File: config.mk
export PLATFORM = sky130hd
export DESIGN_NAME = fec_symbol_round_robin_scheduler
export DESIGN_NICKNAME = d
export VERILOG_FILES = /design/src/hw/rtl/fsrr_pkg.sv /design/src/hw/rtl/fec_symbol_round_robin_scheduler.sv /design/src/hw/rtl/fsrr_front.sv /design/src/hw/rtl/fsrr_queue.sv /design/src/hw/rtl/fsrr_back.sv
export SDC_FILE = /design/constraint.sdc
export NUM_CORES = 1
export LEC_CHECK = 0
export BUFFER_PORTS_ARGS = -buffer_cell sky130_fd_sc_hd__buf_2
export CORE_MARGIN = 2
export CORE_UTILIZATION = 29
export CTS_BUF_LIST = sky130_fd_sc_hd__clkbuf_8
export DETAILED_ROUTE_END_ITERATION = 10
export PLACE_DENSITY_LB_ADDON = 0.25
export SLEW_MARGIN = 20
export SYNTH_ARGS = -nofsm -noshare
export SYNTH_HDL_FRONTEND = slang
export SYNTH_SLANG_ARGS = --single-unit
File: constraint.sdc
create_clock -name aclk -period 17 [get_ports aclk]
set_clock_uncertainty 0.1 [all_clocks]
set_input_delay 3.4 -clock aclk [delete_from_list [all_inputs] [get_ports aclk]]
set_output_delay 3.4 -clock aclk [all_outputs]
set_load 0.01 [all_outputs]
File: src/hw/rtl/fsrr_pkg.sv
// shared constants, codes and types of the fec symbol round-robin scheduler
`default_nettype none
package fsrr_pkg;

    localparam int MAX_SLOTS    = 8;
    localparam int SLOT_W       = 3;
    localparam int NSLOT_W      = 4;
    localparam int COUNT_W      = 16;
    localparam int IDX_W        = 16;
    localparam int ID_W         = 48;
    localparam int SPACE_W      = 20;
    localparam int NEED_W       = 18;
    localparam int HDR_PER_SLOT = 4;
    localparam int QUEUE_DEPTH  = 2;
    localparam int CFG_ADDR_W   = 3;
    localparam int CFG_DATA_W   = 16;

    // configuration register indexes
    localparam logic [CFG_ADDR_W-1:0] CFG_SOURCE_SYMBOLS  = 3'd0;
    localparam logic [CFG_ADDR_W-1:0] CFG_ENCODED_SYMBOLS = 3'd1;
    localparam logic [CFG_ADDR_W-1:0] CFG_SYMBOL_BYTES    = 3'd2;
    localparam logic [CFG_ADDR_W-1:0] CFG_HEADER_BYTES    = 3'd3;
    localparam logic [CFG_ADDR_W-1:0] CFG_ACTIVE_SLOTS    = 3'd4;

    localparam logic signed [3:0] STREAM_NONE = -4'sd1;
    localparam logic [COUNT_W-1:0] COUNT_MAX  = '1;

    typedef struct packed {
        logic [15:0]        source_symbols;
        logic [15:0]        encoded_symbols;
        logic [15:0]        symbol_bytes;
        logic [7:0]         header_bytes;
        logic [NSLOT_W-1:0] n_slots;
    } cfg_t;

    // one scheduled tick, waiting for the result stage
    typedef struct packed {
        logic                                 sent;
        logic                                 repair;
        logic [ID_W-1:0]                      id;
        logic signed [3:0]                    stream;
        logic [NSLOT_W-1:0]                   nres;
        logic [MAX_SLOTS-1:0][COUNT_W-1:0]    counts;
    } job_t;

endpackage
`default_nettype wire

File: src/hw/rtl/fec_symbol_round_robin_scheduler.sv
// top level of the fec symbol round-robin scheduler: config registers and stage wiring
`default_nettype none
// Each accepted input item is one send tick. The front end checks the free
// transmit space, picks the next ready slot round robin (or a repair symbol
// once the block's source symbols are out) and updates the index, block base
// and per-slot counts in the cycle it takes the item; it takes a new item
// every cycle while its two-entry job queue has room. The result stage then
// emits one result per cycle unless m_ready stalls it: one per active slot
// (1 to 8) for a sent symbol, a single result when the tick is skipped.
// Configuration writes are accepted at any time and should be made while idle.
module fec_symbol_round_robin_scheduler (
    input  wire logic                            aclk,
    input  wire logic                            aresetn,
    input  wire logic                            s_valid,
    output logic                                 s_ready,
    input  wire logic [fsrr_pkg::SPACE_W-1:0]    s_tx_space,
    input  wire logic [fsrr_pkg::MAX_SLOTS-1:0]  s_ready_mask,
    output logic                                 m_valid,
    input  wire logic                            m_ready,
    output logic                                 m_sent,
    output logic                                 m_is_repair,
    output logic [fsrr_pkg::ID_W-1:0]            m_symbol_id,
    output logic signed [3:0]                    m_stream_slot,
    output logic [fsrr_pkg::SLOT_W-1:0]          m_slot_index,
    output logic [fsrr_pkg::COUNT_W-1:0]         m_slot_count,
    output logic                                 m_last,
    input  wire logic                            cfg_valid,
    output logic                                 cfg_ready,
    input  wire logic [fsrr_pkg::CFG_ADDR_W-1:0] cfg_addr,
    input  wire logic [fsrr_pkg::CFG_DATA_W-1:0] cfg_data
);

    logic [15:0]                  source_symbols_reg;
    logic [15:0]                  encoded_symbols_reg;
    logic [15:0]                  symbol_bytes_reg;
    logic [7:0]                   header_bytes_reg;
    logic [fsrr_pkg::NSLOT_W-1:0] active_slots_reg;

    fsrr_pkg::cfg_t cfg;
    fsrr_pkg::job_t job;
    fsrr_pkg::job_t head;
    logic           push;
    logic           pop;
    logic           full;
    logic           head_valid;

    assign cfg_ready = 1'b1;

    always_ff @(posedge aclk) begin
        if (!aresetn) begin
            source_symbols_reg  <= 16'd100;
            encoded_symbols_reg <= 16'd120;
            symbol_bytes_reg    <= 16'd1024;
            header_bytes_reg    <= 8'd16;
            active_slots_reg    <= fsrr_pkg::NSLOT_W'(1);
        end else if (cfg_valid) begin
            case (cfg_addr)
                fsrr_pkg::CFG_SOURCE_SYMBOLS:  source_symbols_reg  <= cfg_data[15:0];
                fsrr_pkg::CFG_ENCODED_SYMBOLS: encoded_symbols_reg <= cfg_data[15:0];
                fsrr_pkg::CFG_SYMBOL_BYTES:    symbol_bytes_reg    <= cfg_data[15:0];
                fsrr_pkg::CFG_HEADER_BYTES:    header_bytes_reg    <= cfg_data[7:0];
                fsrr_pkg::CFG_ACTIVE_SLOTS:
                    active_slots_reg <= cfg_data[fsrr_pkg::NSLOT_W-1:0];
                default: ;
            endcase
        end
    end

    // zero active slots acts as one, too many as the maximum
    always_comb begin
        cfg.source_symbols  = source_symbols_reg;
        cfg.encoded_symbols = encoded_symbols_reg;
        cfg.symbol_bytes    = symbol_bytes_reg;
        cfg.header_bytes    = header_bytes_reg;
        if (active_slots_reg == '0) begin
            cfg.n_slots = fsrr_pkg::NSLOT_W'(1);
        end else if (active_slots_reg > fsrr_pkg::NSLOT_W'(fsrr_pkg::MAX_SLOTS)) begin
            cfg.n_slots = fsrr_pkg::NSLOT_W'(fsrr_pkg::MAX_SLOTS);
        end else begin
            cfg.n_slots = active_slots_reg;
        end
    end

    assign s_ready = !full;

    fsrr_front u_front (
        .aclk       (aclk),
        .aresetn    (aresetn),
        .cfg        (cfg),
        .in_valid   (s_valid),
        .in_ready   (s_ready),
        .tx_space   (s_tx_space),
        .ready_mask (s_ready_mask),
        .job        (job),
        .push       (push)
    );

    fsrr_queue u_queue (
        .aclk       (aclk),
        .aresetn    (aresetn),
        .push       (push),
        .job_in     (job),
        .full       (full),
        .pop        (pop),
        .head       (head),
        .head_valid (head_valid)
    );

    fsrr_back u_back (
        .aclk          (aclk),
        .aresetn       (aresetn),
        .head          (head),
        .head_valid    (head_valid),
        .pop           (pop),
        .m_valid       (m_valid),
        .m_ready       (m_ready),
        .m_sent        (m_sent),
        .m_is_repair   (m_is_repair),
        .m_symbol_id   (m_symbol_id),
        .m_stream_slot (m_stream_slot),
        .m_slot_index  (m_slot_index),
        .m_slot_count  (m_slot_count),
        .m_last        (m_last)
    );

endmodule
`default_nettype wire

File: src/hw/rtl/fsrr_front.sv
// front end: space check, round-robin slot search and block bookkeeping
`default_nettype none
module fsrr_front (
    input  wire logic                          aclk,
    input  wire logic                          aresetn,
    input  wire fsrr_pkg::cfg_t                cfg,
    input  wire logic                          in_valid,
    input  wire logic                          in_ready,
    input  wire logic [fsrr_pkg::SPACE_W-1:0]  tx_space,
    input  wire logic [fsrr_pkg::MAX_SLOTS-1:0] ready_mask,
    output fsrr_pkg::job_t                     job,
    output logic                               push
);

    logic [fsrr_pkg::IDX_W-1:0]   idx_reg;
    logic [fsrr_pkg::ID_W-1:0]    base_reg;
    logic [fsrr_pkg::SLOT_W-1:0]  ptr_reg;
    logic [fsrr_pkg::MAX_SLOTS-1:0][fsrr_pkg::COUNT_W-1:0] counts_reg;

    logic [fsrr_pkg::NEED_W-1:0]  need;
    logic                         space_ok;
    logic                         in_source;
    logic [fsrr_pkg::SLOT_W-1:0]  p_norm;
    logic                         found;
    logic [fsrr_pkg::SLOT_W-1:0]  sel;
    logic [fsrr_pkg::NSLOT_W-1:0] cand_sum;
    logic [fsrr_pkg::NSLOT_W-1:0] cand;
    logic [fsrr_pkg::NSLOT_W-1:0] sel_inc;
    logic [fsrr_pkg::SLOT_W-1:0]  ptr_after;
    logic                         emit;
    logic                         take_src;
    logic [fsrr_pkg::IDX_W:0]     idx_inc;
    logic                         wrap;
    logic [fsrr_pkg::MAX_SLOTS-1:0][fsrr_pkg::COUNT_W-1:0] counts_inc;

    assign push = in_valid && in_ready;

    always_comb begin
        need = fsrr_pkg::NEED_W'(cfg.symbol_bytes) + fsrr_pkg::NEED_W'(cfg.header_bytes)
             + fsrr_pkg::NEED_W'(cfg.n_slots) * fsrr_pkg::NEED_W'(fsrr_pkg::HDR_PER_SLOT);
        space_ok  = tx_space >= fsrr_pkg::SPACE_W'(need);
        in_source = idx_reg < cfg.source_symbols;
        p_norm    = ({1'b0, ptr_reg} >= cfg.n_slots) ? '0 : ptr_reg;
    end

    // first ready slot at or after the pointer, wrapping within the active slots
    always_comb begin
        found = 1'b0;
        sel   = '0;
        for (int j = fsrr_pkg::MAX_SLOTS - 1; j >= 0; j--) begin
            cand_sum = fsrr_pkg::NSLOT_W'({1'b0, p_norm}) + fsrr_pkg::NSLOT_W'(j);
            cand     = (cand_sum >= cfg.n_slots) ? cand_sum - cfg.n_slots : cand_sum;
            if (fsrr_pkg::NSLOT_W'(j) < cfg.n_slots
                    && ready_mask[cand[fsrr_pkg::SLOT_W-1:0]]) begin
                found = 1'b1;
                sel   = cand[fsrr_pkg::SLOT_W-1:0];
            end
        end
        sel_inc   = fsrr_pkg::NSLOT_W'(sel) + fsrr_pkg::NSLOT_W'(1);
        ptr_after = (sel_inc == cfg.n_slots) ? '0 : sel_inc[fsrr_pkg::SLOT_W-1:0];
    end

    always_comb begin
        take_src = space_ok && in_source && found;
        emit     = space_ok && (!in_source || found);
        idx_inc  = {1'b0, idx_reg} + (fsrr_pkg::IDX_W+1)'(1);
        wrap     = idx_inc[fsrr_pkg::IDX_W]
                || (idx_inc[fsrr_pkg::IDX_W-1:0] >= cfg.encoded_symbols);
        for (int i = 0; i < fsrr_pkg::MAX_SLOTS; i++) begin
            counts_inc[i] = counts_reg[i];
            if (take_src && sel == fsrr_pkg::SLOT_W'(i)
                    && counts_reg[i] != fsrr_pkg::COUNT_MAX) begin
                counts_inc[i] = counts_reg[i] + fsrr_pkg::COUNT_W'(1);
            end
        end
    end

    always_comb begin
        job.sent   = emit;
        job.repair = emit && !in_source;
        job.id     = emit ? base_reg + fsrr_pkg::ID_W'(idx_reg) : '0;
        job.stream = take_src ? $signed({1'b0, sel}) : fsrr_pkg::STREAM_NONE;
        job.nres   = emit ? cfg.n_slots : fsrr_pkg::NSLOT_W'(1);
        job.counts = emit ? counts_inc : '0;
    end

    always_ff @(posedge aclk) begin
        if (!aresetn) begin
            idx_reg    <= '0;
            base_reg   <= '0;
            ptr_reg    <= '0;
            counts_reg <= '0;
        end else if (push) begin
            if (space_ok && in_source) begin
                ptr_reg <= found ? ptr_after : p_norm;
            end
            if (emit) begin
                if (wrap) begin
                    idx_reg    <= '0;
                    base_reg   <= base_reg + fsrr_pkg::ID_W'(cfg.encoded_symbols);
                    counts_reg <= '0;
                end else begin
                    idx_reg    <= idx_inc[fsrr_pkg::IDX_W-1:0];
                    counts_reg <= counts_inc;
                end
            end
        end
    end

`ifndef SYNTHESIS
    a_skip_holds_state: assert property (@(posedge aclk) disable iff (!aresetn)
        (push && !space_ok) |=> ($stable(idx_reg) && $stable(ptr_reg) && $stable(base_reg)))
        else $error("skipped tick changed scheduler state");
    a_emit_advances: assert property (@(posedge aclk) disable iff (!aresetn)
        (push && emit && !wrap) |=> (idx_reg == $past(idx_reg) + fsrr_pkg::IDX_W'(1)))
        else $error("symbol index did not advance after a symbol");
`endif

endmodule
`default_nettype wire

File: src/hw/rtl/fsrr_queue.sv
// short job queue between the scheduling front end and the result stage
`default_nettype none
module fsrr_queue (
    input  wire logic           aclk,
    input  wire logic           aresetn,
    input  wire logic           push,
    input  wire fsrr_pkg::job_t job_in,
    output logic                full,
    input  wire logic           pop,
    output fsrr_pkg::job_t      head,
    output logic                head_valid
);

    localparam int PTR_W = (fsrr_pkg::QUEUE_DEPTH > 1) ? $clog2(fsrr_pkg::QUEUE_DEPTH) : 1;
    localparam int CNT_W = $clog2(fsrr_pkg::QUEUE_DEPTH + 1);

    fsrr_pkg::job_t     entry_reg [fsrr_pkg::QUEUE_DEPTH];
    logic [PTR_W-1:0]   wr_ptr_reg;
    logic [PTR_W-1:0]   rd_ptr_reg;
    logic [CNT_W-1:0]   count_reg;
    logic [CNT_W-1:0]   count_next;

    assign full       = count_reg == CNT_W'(fsrr_pkg::QUEUE_DEPTH);
    assign head_valid = count_reg != '0;
    assign head       = entry_reg[rd_ptr_reg];

    always_comb begin
        count_next = count_reg;
        if (push && !pop) begin
            count_next = count_reg + CNT_W'(1);
        end else if (pop && !push) begin
            count_next = count_reg - CNT_W'(1);
        end
    end

    always_ff @(posedge aclk) begin
        if (push) begin
            entry_reg[wr_ptr_reg] <= job_in;
        end
    end

    always_ff @(posedge aclk) begin
        if (!aresetn) begin
            wr_ptr_reg <= '0;
            rd_ptr_reg <= '0;
            count_reg  <= '0;
        end else begin
            count_reg <= count_next;
            if (push) begin
                wr_ptr_reg <= (wr_ptr_reg == PTR_W'(fsrr_pkg::QUEUE_DEPTH - 1))
                            ? '0 : wr_ptr_reg + PTR_W'(1);
            end
            if (pop) begin
                rd_ptr_reg <= (rd_ptr_reg == PTR_W'(fsrr_pkg::QUEUE_DEPTH - 1))
                            ? '0 : rd_ptr_reg + PTR_W'(1);
            end
        end
    end

`ifndef SYNTHESIS
    a_no_underflow: assert property (@(posedge aclk) disable iff (!aresetn)
        pop |-> head_valid)
        else $error("job queue popped while empty");
    a_no_overflow: assert property (@(posedge aclk) disable iff (!aresetn)
        push |-> !full)
        else $error("job queue written while full");
`endif

endmodule
`default_nettype wire

File: src/hw/rtl/fsrr_back.sv
// result stage: walks the per-slot counts of one job, one result per cycle unless stalled by m_ready
`default_nettype none
module fsrr_back (
    input  wire logic                         aclk,
    input  wire logic                         aresetn,
    input  wire fsrr_pkg::job_t               head,
    input  wire logic                         head_valid,
    output logic                              pop,
    output logic                              m_valid,
    input  wire logic                         m_ready,
    output logic                              m_sent,
    output logic                              m_is_repair,
    output logic [fsrr_pkg::ID_W-1:0]         m_symbol_id,
    output logic signed [3:0]                 m_stream_slot,
    output logic [fsrr_pkg::SLOT_W-1:0]       m_slot_index,
    output logic [fsrr_pkg::COUNT_W-1:0]      m_slot_count,
    output logic                              m_last
);

    logic [fsrr_pkg::SLOT_W-1:0]  k_reg;
    logic                         m_valid_reg;
    logic                         sent_reg;
    logic                         repair_reg;
    logic [fsrr_pkg::ID_W-1:0]    id_reg;
    logic signed [3:0]            stream_reg;
    logic [fsrr_pkg::SLOT_W-1:0]  index_reg;
    logic [fsrr_pkg::COUNT_W-1:0] count_reg;
    logic                         last_reg;

    logic load;
    logic last_item;

    assign load      = head_valid && (!m_valid_reg || m_ready);
    assign last_item = (fsrr_pkg::NSLOT_W'(k_reg) + fsrr_pkg::NSLOT_W'(1)) == head.nres;
    assign pop       = load && last_item;

    always_ff @(posedge aclk) begin
        if (!aresetn) begin
            k_reg       <= '0;
            m_valid_reg <= 1'b0;
        end else begin
            if (load) begin
                m_valid_reg <= 1'b1;
                k_reg       <= last_item ? '0 : k_reg + fsrr_pkg::SLOT_W'(1);
            end else if (m_ready) begin
                m_valid_reg <= 1'b0;
            end
        end
    end

    always_ff @(posedge aclk) begin
        if (load) begin
            sent_reg   <= head.sent;
            repair_reg <= head.repair;
            id_reg     <= head.id;
            stream_reg <= head.stream;
            index_reg  <= k_reg;
            count_reg  <= head.counts[k_reg];
            last_reg   <= last_item;
        end
    end

    assign m_valid       = m_valid_reg;
    assign m_sent        = sent_reg;
    assign m_is_repair   = repair_reg;
    assign m_symbol_id   = id_reg;
    assign m_stream_slot = stream_reg;
    assign m_slot_index  = index_reg;
    assign m_slot_count  = count_reg;
    assign m_last        = last_reg;

`ifndef SYNTHESIS
    a_walk_in_range: assert property (@(posedge aclk) disable iff (!aresetn)
        head_valid |-> (fsrr_pkg::NSLOT_W'(k_reg) < head.nres))
        else $error("result walk ran past the job's slot count");
    a_restart_after_job: assert property (@(posedge aclk) disable iff (!aresetn)
        pop |=> (k_reg == '0 && m_last))
        else $error("result walk did not close the job");
`endif

endmodule
`default_nettype wire
# --- Yosys cells after proc, flatten, opt, wreduce, memory -nomap -nowiden ---
# Memory sizes are Yosys's and may differ from the RTL's. A register that Yosys moved wholly into a read port is not among the register bits.
# Cells that the tools add are included.
word_totals:
  n_memories: 1
  mem_bits_rw: 372
  elab_cells: 243
  out_inout_bits: 77
  ff_bits: 337
  in_bits: 52
memory_table:
  columns: ["name", "words", "width", "read_ports", "rd_clocked_by_memory_dff", "wr", "line_no", "text"]
  rows:
  - ["u_queue.entry_reg", 2, 186, 1, 1, 1, "fsrr_queue.sv:17", "fsrr_pkg::job_t entry_reg [fsrr_pkg::QUEUE_DEPTH];"]
op_classes:
  eq_ne: 22
  addsub: 35
  mux: 72
  reduce_logical: 55
  magnitude_cmp: 30
ops:
  columns: ["cell", "n"]
  rows:
  - ["128-bit two-way mux", 2]
  - ["16-bit two-way mux", 10]
  - ["16-bit by 1-bit adder with 16-bit output, second input constant", 8]
  - ["16-bit != test, second input constant", 8]
  - ["48-bit by 16-bit adder with 48-bit output", 2]
  - ["3-bit two-way mux", 20]
  - ["16-bit binary-select mux with 3-bit select", 1]
  - ["48-bit two-way mux", 1]
  - ["3-bit by 4-bit less-than comparator with 1-bit output, second input constant", 9]
  - ["1-bit logical AND", 33]
  - ["4-bit >= comparator", 7]
  - ["1-bit binary-select mux with 3-bit select", 8]
  - ["1-bit two-way mux", 24]
  - ["3-bit subtractor", 8]
  - ["20-bit by 18-bit >= comparator with 1-bit output", 1]
  - ["17-bit by 6-bit adder with 18-bit output", 1]
  - ["16-bit by 1-bit adder with 17-bit output, second input constant", 1]
  - ["16-bit by 8-bit adder with 17-bit output", 1]
  - ["3-bit by 3-bit adder with 4-bit output, second input constant", 4]
  - ["16-bit >= comparator", 1]
  - ["16-bit less-than comparator", 1]
  - ["3-bit by 4-bit less-than comparator with 1-bit output, first input constant", 4]
  - ["4-bit two-way mux", 4]
  - ["3-bit == test, second input constant", 5]
  - ["22 further kinds", 50]

# --- Logic depth before layout (Yosys ltp) ---
# Gate-level depths: netlist of run 1.
logic_depth:
  depth_word: 24
  depth_mapped: 33
  mapped_depth_nobuf: 30

# --- By module ---
# From an unflattened synthesis of run 1, not the netlist that was laid out.
hier_totals:
  hier_cells: 3502
  area_unflattened_um2: 38608.3
by_module_without_submodules:
  columns: ["module", "seq_area_each_um2", "n_inst", "cells_per_inst", "area_per_inst_um2"]
  rows:
  - ["fsrr_front", 3903.7, 1, 2505, 18446.4]
  - ["fsrr_queue", 11270.8, 1, 601, 14221.1]
  - ["fsrr_back", 2302.2, 1, 163, 3587.2]
  - ["fec_symbol_round_robin_scheduler", 1201.2, 1, 233, 2353.5]

# --- Worst setup path before layout of run 1 ---
# Ideal clock, no wire load.
synth_timing:
  path_type: "input port to flip-flop"
  start: "in s_valid"
  end: "mem u_queue.entry_reg[0][0] (netlist bit) (enable)"
  required_ns: 16.164
  setup_slack_ns: 4.916
  arrival_ns: 11.248
  n_path_buf: 0
  setup_time_ns: 0.736
  cell_stages: 2
  cell_sequence: "nand2_1 nor2_1"
synth_between:
  elab_chain_cells: 3
synth_rtl:
  columns: ["item", "line_no", "text"]
  rows:
  - ["start, declared", "fec_symbol_round_robin_scheduler.sv:14", "input wire logic s_valid,"]
  - ["1-bit logical AND", "fsrr_front.sv:36", "assign push = in_valid && in_ready;"]
  - ["1-bit two-way mux", "fsrr_queue.sv:37", "if (push) begin"]
  - ["1-bit two-way mux (implied by the code)", "fsrr_queue.sv:38", "entry_reg[wr_ptr_reg] <= job_in;"]
  - ["end, declared", "fsrr_queue.sv:17", null]
# No other way between the ends.

# --- Worst setup path after layout of run 1 ---
layout_timing:
  start: "reg active_slots_reg[3] (netlist bit)"
  end: "reg u_front.counts_reg[120] (netlist bit)"
layout_between:
  elab_chain_cells: 24
  elab_cells_between_ends: 97
  cone_classes: "16 x add/sub; 19 x order compare; 1 x eq/ne; 45 x mux; 16 x reduce/logical"
layout_rtl:
  columns: ["item", "line_no", "text"]
  rows:
  - ["start, declared", "fec_symbol_round_robin_scheduler.sv:37", "logic [fsrr_pkg::NSLOT_W-1:0] active_slots_reg;"]
  - ["start signal, assigned", "fec_symbol_round_robin_scheduler.sv:55", "active_slots_reg <= fsrr_pkg::NSLOT_W'(1);"]
  - ["start signal, assigned", "fec_symbol_round_robin_scheduler.sv:63", "active_slots_reg <= cfg_data[fsrr_pkg::NSLOT_W-1:0];"]
  - ["4-bit greater-than comparator", "fec_symbol_round_robin_scheduler.sv:77", "end else if (active_slots_reg > fsrr_pkg::NSLOT_W'(fsrr_pkg::MAX_SLOTS)) begin"]
  - ["4-bit two-way mux", "fec_symbol_round_robin_scheduler.sv:77", null]
  - ["4-bit two-way mux *", "fec_symbol_round_robin_scheduler.sv:75", "if (active_slots_reg == '0) begin"]
  - ["3-bit by 4-bit >= comparator with 1-bit output", "fsrr_front.sv:43", "p_norm = ({1'b0, ptr_reg} >= cfg.n_slots) ? '0 : ptr_reg;"]
  - ["3-bit two-way mux", "fsrr_front.sv:43", null]
  - ["3-bit by 3-bit adder with 4-bit output", "fsrr_front.sv:51", "cand_sum = fsrr_pkg::NSLOT_W'({1'b0, p_norm}) + fsrr_pkg::NSLOT_W'(j);"]
  - ["4-bit >= comparator / 3-bit subtractor (equally long branches)", "fsrr_front.sv:52", "cand = (cand_sum >= cfg.n_slots) ? cand_sum - cfg.n_slots : cand_sum;"]
  - ["3-bit two-way mux", "fsrr_front.sv:52", null]
  - ["1-bit binary-select mux with 3-bit select", "fsrr_front.sv:54", "&& ready_mask[cand[fsrr_pkg::SLOT_W-1:0]]) begin"]
  - ["1-bit two-way mux (implied by the code)", "fsrr_front.sv:54", null]
  - ["1-bit logical AND", "fsrr_front.sv:54", null]
  - ["3-bit two-way mux / 1-bit two-way mux (equally long branches) (8 in a row)", "fsrr_front.sv:53", "if (fsrr_pkg::NSLOT_W'(j) < cfg.n_slots"]
  - ["3-bit == test / 1-bit logical AND (equally long branches)", "fsrr_front.sv:71, fsrr_front.sv:64", null]
  - ["1-bit logical AND", "fsrr_front.sv:71", "if (take_src && sel == fsrr_pkg::SLOT_W'(i)"]
  - ["1-bit logical AND", "fsrr_front.sv:72", "&& counts_reg[i] != fsrr_pkg::COUNT_MAX) begin"]
  - ["16-bit two-way mux", "fsrr_front.sv:71", null]
  - ["128-bit two-way mux", "fsrr_front.sv:98", "if (wrap) begin"]
  - ["end signal, assigned", "fsrr_front.sv:104", "counts_reg <= counts_inc;"]
  - ["end, declared", "fsrr_front.sv:18", "logic [fsrr_pkg::MAX_SLOTS-1:0][fsrr_pkg::COUNT_W-1:0] counts_reg;"]
# Mark *: on every way between the ends. The rest lies on a longest branch, timed or not. The select of a mux whose other input is x is not followed.
# A chain may end at the register's enable or synchronous reset.

==> flow_summary.yaml, run 1 <==
outcome:
  status: "finished clean"
logic_synthesis:
  syn_area_mm2: 0.0371
  async_reset_ff_frac: 0
  syn_inst: 3589
  synth_edf_count: 446
  ys_seq_area_frac: 0.504
  syn_avg_cell_area_um2: 10.3
  synth_cell_types: 98
  yosysWarnings: 0
  synth.net_count: 3786
  synth_ff_type: "edfxtp_1"
  ys_ff_latch: 710
cts:
  cts-buffers-inserted: 118
  cts_max_path_buffers: 3
  ctsRootBufferMaster: "clkbuf_8"
  hold_buffers: 0
  cts.htree.levels: 3
  clk_latency_ns: 0.83
  cts_tree: "done"
  post_cts_resized: 0
  clk_pin_slew_ns: 0.06
  clock_sinks: 710
  post-cts-setup-buffers: 0
detailed_routing:
  drcViolationCount: 0
  dr.pass1.iters: 5
  via_per_inst: 5.09
  routed_wl_mm: 107
  ant_nets: 0
  drt_iter0_drc: 2105
  via_count: 27700
  wl_per_cell_um: 19.7
hold_path:
  holdCritPathClass: "reg -> reg"
power_and_ir_drop:
  peakVddDrop_v: 0.000545
  p_per_area_mw_per_mm2: 166
  p_leak_nw: 15.0
timing:
  period_minus_slack_ns: 9.28
  fin_crit_sh: 0.546
  rsz0062_at_grt: "no"
  drv_slew: 0
  setup_viol: 0
  tightest_slew_ns: 1.10
  fin_tns_setup_ns: 0
  fmax_ghz: 0.108
  slew_headroom: 0.255
  hold_viol: 0
placement:
  place_area_mm2: 0.0394
  dpl.hpwl_mm: 71.3
  place_inst: 5220
  globalplace.congestion: 0.848
  portBuffers: 127
setup_path:
  crit_top_cell: "ha_1"
  slowest_stage: "a2111oi_2"
  critPathKind: "reg -> reg"
  cp_max_fo: 14
  end_kind: "register"
  arrival_ns: 9.90
  cp.required_ns: 17.63
  critPathLaunchType: "register"
  critPathMaxStageDelay_ns: 0.83
finish:
  nNetsFinal: 3875
  drive_gt1_frac: 0.132
  postLayoutCellArea_mm2: 0.0418
  layout_commonest_cell: "edfxtp_1"
  largest_reg_flops: 372
  syn_to_final_growth_pct: 12.9
  final_cells: 5445
  n_fill_cell: 13000
  layout_common_cells: "edfxtp_1, nand2_1, nor2_1, dfxtp_1, a21oi_1"
die:
  std_cell_rows: 131
  io_pins: 129
  fp.coreArea_mm2: 0.127
  dieArea_mm2: 0.131
  start_util: 0.291
  die_w_um: 361
  die_h_um: 361
global_routing:
  overflow: 0
  antenna_found_initial: 9
  grt_pass1_wl_mm: 164
  track_usage: 0.161
  grt_pass1_vias: 26800
  grt_max_degree: 170
run:
  maxCapViolations: 0
-- power by group --
part / internal, mW / leakage (nW) / switching (mW) / total [mW]
logic: 0.846 / 7.12 / 2.24 / 3.09
registers: 2.23 / 6.43 / 0.109 / 2.34
clock network: 0.802 / 1.43 / 0.728 / 1.53
total: 3.88 / 15.0 / 3.08 / 6.96
-- layout make-up --
class	count	area, µm²	area share
diodes	2	5.00	0.000120
clock buffers	141	1940	0.0464
clock inverters	82	463	0.0111
inverters	131	494	0.0118
multi-input cells	2550	17200	0.412
flip-flops and latches	710	18700	0.446
well taps	1662	2080	0.0497
repair buffers	167	961	0.0230
-- cell usage after synthesis, types with 7 or more instances --
master,number,share of area
a21o_1,50,0.010
o21a_1,18,0.0036
nor2_1,319,0.032
a22oi_1,24,0.0049
xnor2_1,117,0.028
fa_1,11,0.0059
a21oi_1,221,0.030
o311ai_0,8,0.0019
dfxtp_1,264,0.14
mux2_2,76,0.023
inv_1,127,0.013
or4_1,23,0.0047
a31oi_1,58,0.0098
o21bai_1,7,0.0014
ha_1,134,0.045
nand3_1,137,0.019
and3_1,57,0.0096
nand4_1,36,0.0061
o21ai_1,7,0.00095
edfxtp_1,446,0.36
and2_1,36,0.0061
mux4_2,39,0.024
buf_1,14,0.0014
xor2_1,93,0.022
nand2_1,382,0.039
o211ai_1,47,0.0095
mux2i_1,92,0.025
a41oi_1,8,0.0019
a311oi_1,8,0.0019
nor3_1,62,0.0084
clkbuf_1,175,0.018
a211oi_1,12,0.0024
nand3b_1,13,0.0026
a221oi_1,18,0.0043
a221o_1,8,0.0022
o31ai_1,11,0.0022
or3_1,53,0.0089
nor2b_1,17,0.0029
o21ai_0,162,0.022
nand2b_1,21,0.0035
a31o_2,8,0.0019
nor4_1,42,0.0071
buf_2,8,0.0011
-- final timing paths --
| kind | startpoint | to | slack, ns | cells past startpoint |
|---|---|---|---|---|
| worst min register to register | symbol_bytes_reg[2]$_SDFFE_PN0P_ | symbol_bytes_reg[2]$_SDFFE_PN0P_ | 0.35 | 2 |
| worst max register to register | active_slots_reg[3]$_SDFFE_PN0P_ | u_front.counts_reg[120]$_SDFFE_PN0P_ | 7.72 | 26 |
| worst max-delay path | active_slots_reg[3]$_SDFFE_PN0P_ | u_front.counts_reg[120]$_SDFFE_PN0P_ | 7.72 | 26 |
| worst min-delay path | symbol_bytes_reg[2]$_SDFFE_PN0P_ | symbol_bytes_reg[2]$_SDFFE_PN0P_ | 0.35 | 2 |
-- worst max-delay path: cells and delay by family (launching register included) --
kind / cells / cell delay [ns]
AOI/OAI and AO/OA: 11 / 3.61
and+or+nand+nor: 6 / 2.24
muxes: 2 / 0.57
DFF: 1 / 0.67
adders and majority gates: 4 / 1.27
buffers and inverters: 3 / 0.73
-- metrics by stage --
step | hold WS, ns | total power, mW | util | setup WS (ns)
3_5_place_dp | 0.347 | 5.49 | 0.310 | 7.81
2_1_floorplan | 0.306 | 4.37 | - | 4.92
6_report | 0.351 | 6.96 | 0.329 | 7.72
5_1_grt | 0.366 | 7.36 | 0.329 | 6.81
3_3_place_gp | 0.343 | 5.49 | 0.310 | 7.98
4_1_cts | 0.356 | 7.04 | 0.329 | 7.73
-- cell families after synthesis --
family	synth area share
fa+ha+maj	0.0512
simple gates	0.157
other cells	0.000101
xor+xnor	0.0501
flops	0.504
mux	0.0740
compound gates	0.130
buf+inv	0.0337
-- per-layer routing --
| layer | GRT usage | wire length (µm) | up-vias |
|---|---|---|---|
| met2 | 0.248 | 47700 | 709 |
| li1 | - | - | 13400 |
| met1 | 0.226 | 50900 | 13400 |
| met3 | 0.0275 | 5410 | 176 |
| met5 | 0 | 97 | - |
| met4 | 0.0574 | 3140 | 14 |
No activity file was read; power rests on OpenSTA's default activity.
==> run 2: changes to the inputs <==
clock period = 9.2 ns   (was 17 ns; I/O delays follow)
==> run 2 against run 1 <==
Compared with the run above: sequential share of layout area shrank 0.060 points; largest power group unchanged; non-clock buffer count grew 4; routed wire length grew 0.58%; final cell count grew 0.20%.
==> flow_summary.yaml, run 2 (synthesis results as in run 1) <==
finish:
  postLayoutCellArea_mm2: 0.0419
  regArea_mm2: 0.0187
  multi_input_area_mm2: 0.0172
  syn_to_final_growth_pct: 13.1
  layout_commonest_cell: "edfxtp_1"
  final_cells: 5456
  nNetsFinal: 3880
  layout_common_cells: "edfxtp_1, nand2_1, nor2_1, dfxtp_1, a21oi_1"
  n_fill_cell: 13000
  largest_reg_flops: 372
  drive_gt1_frac: 0.134
power_and_ir_drop:
  p_leak_nw: 15.0
  peakVddDrop_v: 0.000816
  p_per_area_mw_per_mm2: 307
placement:
  place_area_mm2: 0.0395
  globalplace.congestion: 0.842
  portBuffers: 127
  place_inst: 5224
  dpl.hpwl_mm: 72.9
timing:
  setup_viol: 0
  fin_tns_setup_ns: 0
  period_minus_slack_ns: 8.22
  drv_slew: 0
  slew_headroom: 0.207
  fin_crit_sh: 0.894
  fmax_ghz: 0.122
  hold_viol: 0
  tightest_slew_ns: 1.19
  rsz0062_at_grt: "no"
die:
  fp.coreArea_mm2: 0.127
  io_pins: 129
  die_h_um: 361
  die_w_um: 361
  std_cell_rows: 131
  dieArea_mm2: 0.131
  start_util: 0.291
detailed_routing:
  wl_per_cell_um: 19.8
  via_per_inst: 5.06
  drt_iter0_drc: 2296
  routed_wl_mm: 108
  via_count: 27600
  dr.pass1.iters: 5
  drcViolationCount: 0
  ant_nets: 0
setup_path:
  cp_max_fo: 25
  cp_top_family: "compound AO/OA/AOI/OAI gates"
  critPathLaunchType: "register"
  worst-path-stages: 21
  rr_worst_depth: 21
  crit_top_cell: "ha_1"
  path_cells: "nor2_1, ha_1, nor2b_1, o21a_2, o21ai_2, inv_1, ha_1, a21o_1, ha_1, nand2_1, a21oi_1, a211oi_4, mux2i_1, mux2_2, o31ai_1, nor2_1, a211oi_4, a21boi_1, nand3_1, or4_1, a21oi_1"
  crit_path_end: "u_queue.entry_reg[0][90]$_DFFE_PP_"
  cp.required_ns: 9.67
  critPathKind: "reg -> reg"
  end_kind: "register"
  cp-startpoint: "active_slots_reg[3]$_SDFFE_PN0P_"
  arrival_ns: 8.70
  critPathMaxStageDelay_ns: 0.83
  rrSetupSlack_ns: 0.98
  regToRegStartpoint: "active_slots_reg[3]$_SDFFE_PN0P_"
  path_buf_inv: 1
  slowest_stage: "nand3_1"
  r2r_end: "u_queue.entry_reg[0][90]$_DFFE_PP_"
global_routing:
  overflow: 0
  antenna_found_initial: 11
  grt_max_degree: 170
  track_usage: 0.160
  grt_pass1_wl_mm: 163
  grt_pass1_vias: 26300
cts:
  post-cts-setup-buffers: 0
  cts_max_path_buffers: 3
  cts_tree: "done"
  hold_buffers: 0
  ctsRootBufferMaster: "clkbuf_8"
  clock_sinks: 710
  clk_pin_slew_ns: 0.06
  post_cts_resized: 0
  clk_latency_ns: 0.79
  cts.htree.levels: 3
  cts-buffers-inserted: 119
run:
  maxCapViolations: 0
outcome:
  status: "finished clean"
hold_path:
  holdCritPathClass: "reg -> reg"
-- run 2: worst min-delay path by stage --
stage	from	to	slack (ns)	depth (start not counted)
after floorplan	u_back.k_reg[2]$_SDFFE_PN0P_	u_back.m_slot_index[2]$_DFFE_PP_	0.31	0
after global placement	source_symbols_reg[13]$_SDFFE_PN0P_	source_symbols_reg[13]$_SDFFE_PN0P_	0.34	2
after detailed placement	source_symbols_reg[10]$_SDFFE_PN0P_	source_symbols_reg[10]$_SDFFE_PN0P_	0.35	2
after CTS	source_symbols_reg[10]$_SDFFE_PN0P_	source_symbols_reg[10]$_SDFFE_PN0P_	0.36	2
after global routing	source_symbols_reg[11]$_SDFFE_PN0P_	source_symbols_reg[11]$_SDFFE_PN0P_	0.37	2
final	source_symbols_reg[10]$_SDFFE_PN0P_	source_symbols_reg[10]$_SDFFE_PN0P_	0.35	2
-- run 2: worst min-delay path, delay by kind of cell, from the launching register on --
kind,cells,cell delay [ns]
flops,1,0.31
simple gates,1,0.05
compound gates,1,0.05
-- run 2: report_power, final --
group          switching, mW  internal (mW)  total [mW]
Combinational           4.14           1.57        5.71
Sequential             0.187           4.13        4.31
Clock                   1.35           1.48        2.83
-- run 2: cell type report --
class,instances,share of cell area
flip-flops and latches,710,0.446
multi-input cells,2550,0.411
well taps,1662,0.0496
clock buffers,131,0.0430
repair buffers,171,0.0242
clock inverters,96,0.0140
inverters,131,0.0118
diodes,5,0.000299
-- run 2: metrics by stage --
stage | hold WS, ns | power, mW | util | setup WS [ns]
finish | 0.355 | 12.9 | 0.329 | 0.977
global route | 0.373 | 13.6 | 0.329 | 0.328
CTS | 0.357 | 13.0 | 0.329 | 1.03
detailed placement | 0.349 | 10.1 | 0.310 | 1.01
global placement | 0.344 | 10.1 | 0.310 | 1.16
floorplan | 0.306 | 8.04 | - | 1.72
-- run 2: routing by layer --
layer	track usage	routed length, µm
met1	0.223	51100
met2	0.251	47900
met3	0.0249	5800
met4	0.0559	2990
met5	0	61
==> run 3: changes to the inputs <==
BUFFER_PORTS_ARGS = not set   (was -buffer_cell sky130_fd_sc_hd__buf_2)
DONT_BUFFER_PORTS = 1   (was not set)
==> run 3 against run 2 <==
Compared with the run above: clock power is 4% higher; sequential share of layout area grew 0.54 points; largest cell class unchanged; total power down 0.84%; final cell count decreased by 2.3%.
==> flow_summary.yaml, run 3 (synthesis results as in run 1) <==
finish:
  nNetsFinal: 3758
  layout_commonest_cell: "edfxtp_1"
  layout_common_cells: "edfxtp_1, nand2_1, nor2_1, dfxtp_1, a21oi_1"
  n_fill_cell: 12900
  regArea_mm2: 0.0187
  largest_reg_flops: 372
  utilization: 0.326
  syn_to_final_growth_pct: 11.7
  multi_input_area_mm2: 0.0172
  drive_gt1_frac: 0.108
cts:
  hold_buffers: 0
  cts_max_path_buffers: 3
  clock_sinks: 710
  clk_latency_ns: 0.79
  cts-buffers-inserted: 121
  clk_pin_slew_ns: 0.06
  ctsRootBufferMaster: "clkbuf_8"
  cts.htree.levels: 3
  post-cts-setup-buffers: 0
  cts_tree: "done"
  post_cts_resized: 0
die:
  die_w_um: 361
  dieArea_mm2: 0.131
  fp.coreArea_mm2: 0.127
  std_cell_rows: 131
  die_h_um: 361
  io_pins: 129
  start_util: 0.291
setup_path:
  rrSetupSlack_ns: 0.70
  cp.required_ns: 9.80
  critPathLaunchType: "register"
  arrival_ns: 9.10
  r2r_end: "u_front.counts_reg[124]$_SDFFE_PN0P_"
  cp_max_fo: 14
  rr_worst_depth: 25
  critPathKind: "reg -> reg"
  end_kind: "register"
  regToRegStartpoint: "active_slots_reg[3]$_SDFFE_PN0P_"
global_routing:
  top_usage_layer: "met2"
  globalRouteMet3Util: 0.0247
  grt_pass1_vias: 25800
  grt_max_degree: 170
  use_met1: 0.229
  grt_pass1_wl_mm: 163
  grtUsageMet2: 0.246
  overflow: 0
  track_usage: 0.160
  antenna_found_initial: 4
timing:
  rsz0062_at_grt: "no"
  fin_tns_setup_ns: 0
  hold_viol: 0
  setup_viol: 0
  fin_crit_sh: 0.924
  period_minus_slack_ns: 8.50
  fmax_ghz: 0.118
  slew_headroom: 0.271
  drv_slew: 0
  tightest_slew_ns: 1.09
detailed_routing:
  ant_nets: 0
  wl_per_cell_um: 20.1
  drt_iter0_drc: 2076
  routed_wl_mm: 107
  via_count: 27200
  dr.pass1.iters: 7
  drcViolationCount: 0
  via_per_inst: 5.11
placement:
  portBuffers: 0
  dpl.hpwl_mm: 72.8
  globalplace.congestion: 0.846
power_and_ir_drop:
  p_total_mw: 12.8
  p_leak_nw: 14.5
  peakVddDrop_v: 0.000822
  p_per_area_mw_per_mm2: 308
hold_path:
  worstHoldEndpoint: "source_symbols_reg[3]$_SDFFE_PN0P_"
  hold_start: "source_symbols_reg[3]$_SDFFE_PN0P_"
  holdCritPathClass: "reg -> reg"
  min_path_cells: 2
run:
  maxCapViolations: 0
outcome:
  status: "finished clean"
## run 3: how the worst max path moves through the flow
stage,startpoint,endpoint,slack [ns],cells after the start
3_3_place_gp,active_slots_reg[3]$_SDFFE_PN0P_,u_front.counts_reg[120]$_SDFFE_PN0P_,1.04,25
4_1_cts,active_slots_reg[3]$_SDFFE_PN0P_,u_front.counts_reg[124]$_SDFFE_PN0P_,0.81,25
5_1_grt,active_slots_reg[3]$_SDFFE_PN0P_,u_front.counts_reg[120]$_SDFFE_PN0P_,0.04,25
2_1_floorplan,active_slots_reg[3]$_SDFFE_PN0P_,u_front.counts_reg[124]$_SDFFE_PN0P_,1.72,27
6_report,active_slots_reg[3]$_SDFFE_PN0P_,u_front.counts_reg[124]$_SDFFE_PN0P_,0.70,25
3_5_place_dp,active_slots_reg[3]$_SDFFE_PN0P_,u_front.counts_reg[120]$_SDFFE_PN0P_,0.86,25
## run 3: critical path, stage by stage (launching register included)
cell and delay [ns]:
dfxtp_1 0.67, nor2_1 0.26, ha_1 0.34, nor2b_1 0.05, o21a_2 0.26, o21ai_2 0.52
ha_1 0.40, inv_1 0.09, ha_1 0.26, o21ai_1 0.20, a31oi_2 0.09, nor2_1 0.32
mux2_2 0.40, mux2i_1 0.15, a2111oi_0 0.71, nand2_1 0.16, a311oi_1 0.48, o211ai_1 0.25
a22oi_1 0.29, ha_1 0.22, o21ai_0 0.14, a2111oi_2 0.77, and2_1 0.48, nand4_1 0.22
or4_1 0.49, o21ai_0 0.08
## run 3: cell type report
cell class,instances,share of cell area
inverters,131,0.0119
clock buffers,142,0.0472
diodes,3,0.000181
repair buffers,47,0.00943
flip-flops and latches,710,0.451
well taps,1662,0.0502
clock inverters,88,0.0140
multi-input cells,2550,0.416
## run 3: metal layers
metal / share of wire / up-vias
met2: 0.44 / 749
met1: 0.47 / 13200
met3: 0.055 / 146
met5: 0 / -
met4: 0.027 / 0
li1: - / 13100
## run 3: through the flow
step	cell area (µm²)	instances	hold WS, ns	setup WS [ns]
global route	41400	5331	0.377	0.0395
detailed placement	38900	5100	0.348	0.861
finish	41400	5333	0.356	0.698
global placement	38900	5100	0.344	1.04
floorplan	37100	3589	0.306	1.72
CTS	41400	5330	0.357	0.811
## run 3: power breakdown
group | switching, mW | internal (mW) | total (mW)
combinational | 3.89 | 1.47 | 5.36
sequential | 0.304 | 4.14 | 4.44
clock | 1.35 | 1.60 | 2.95
total | 5.54 | 7.21 | 12.8
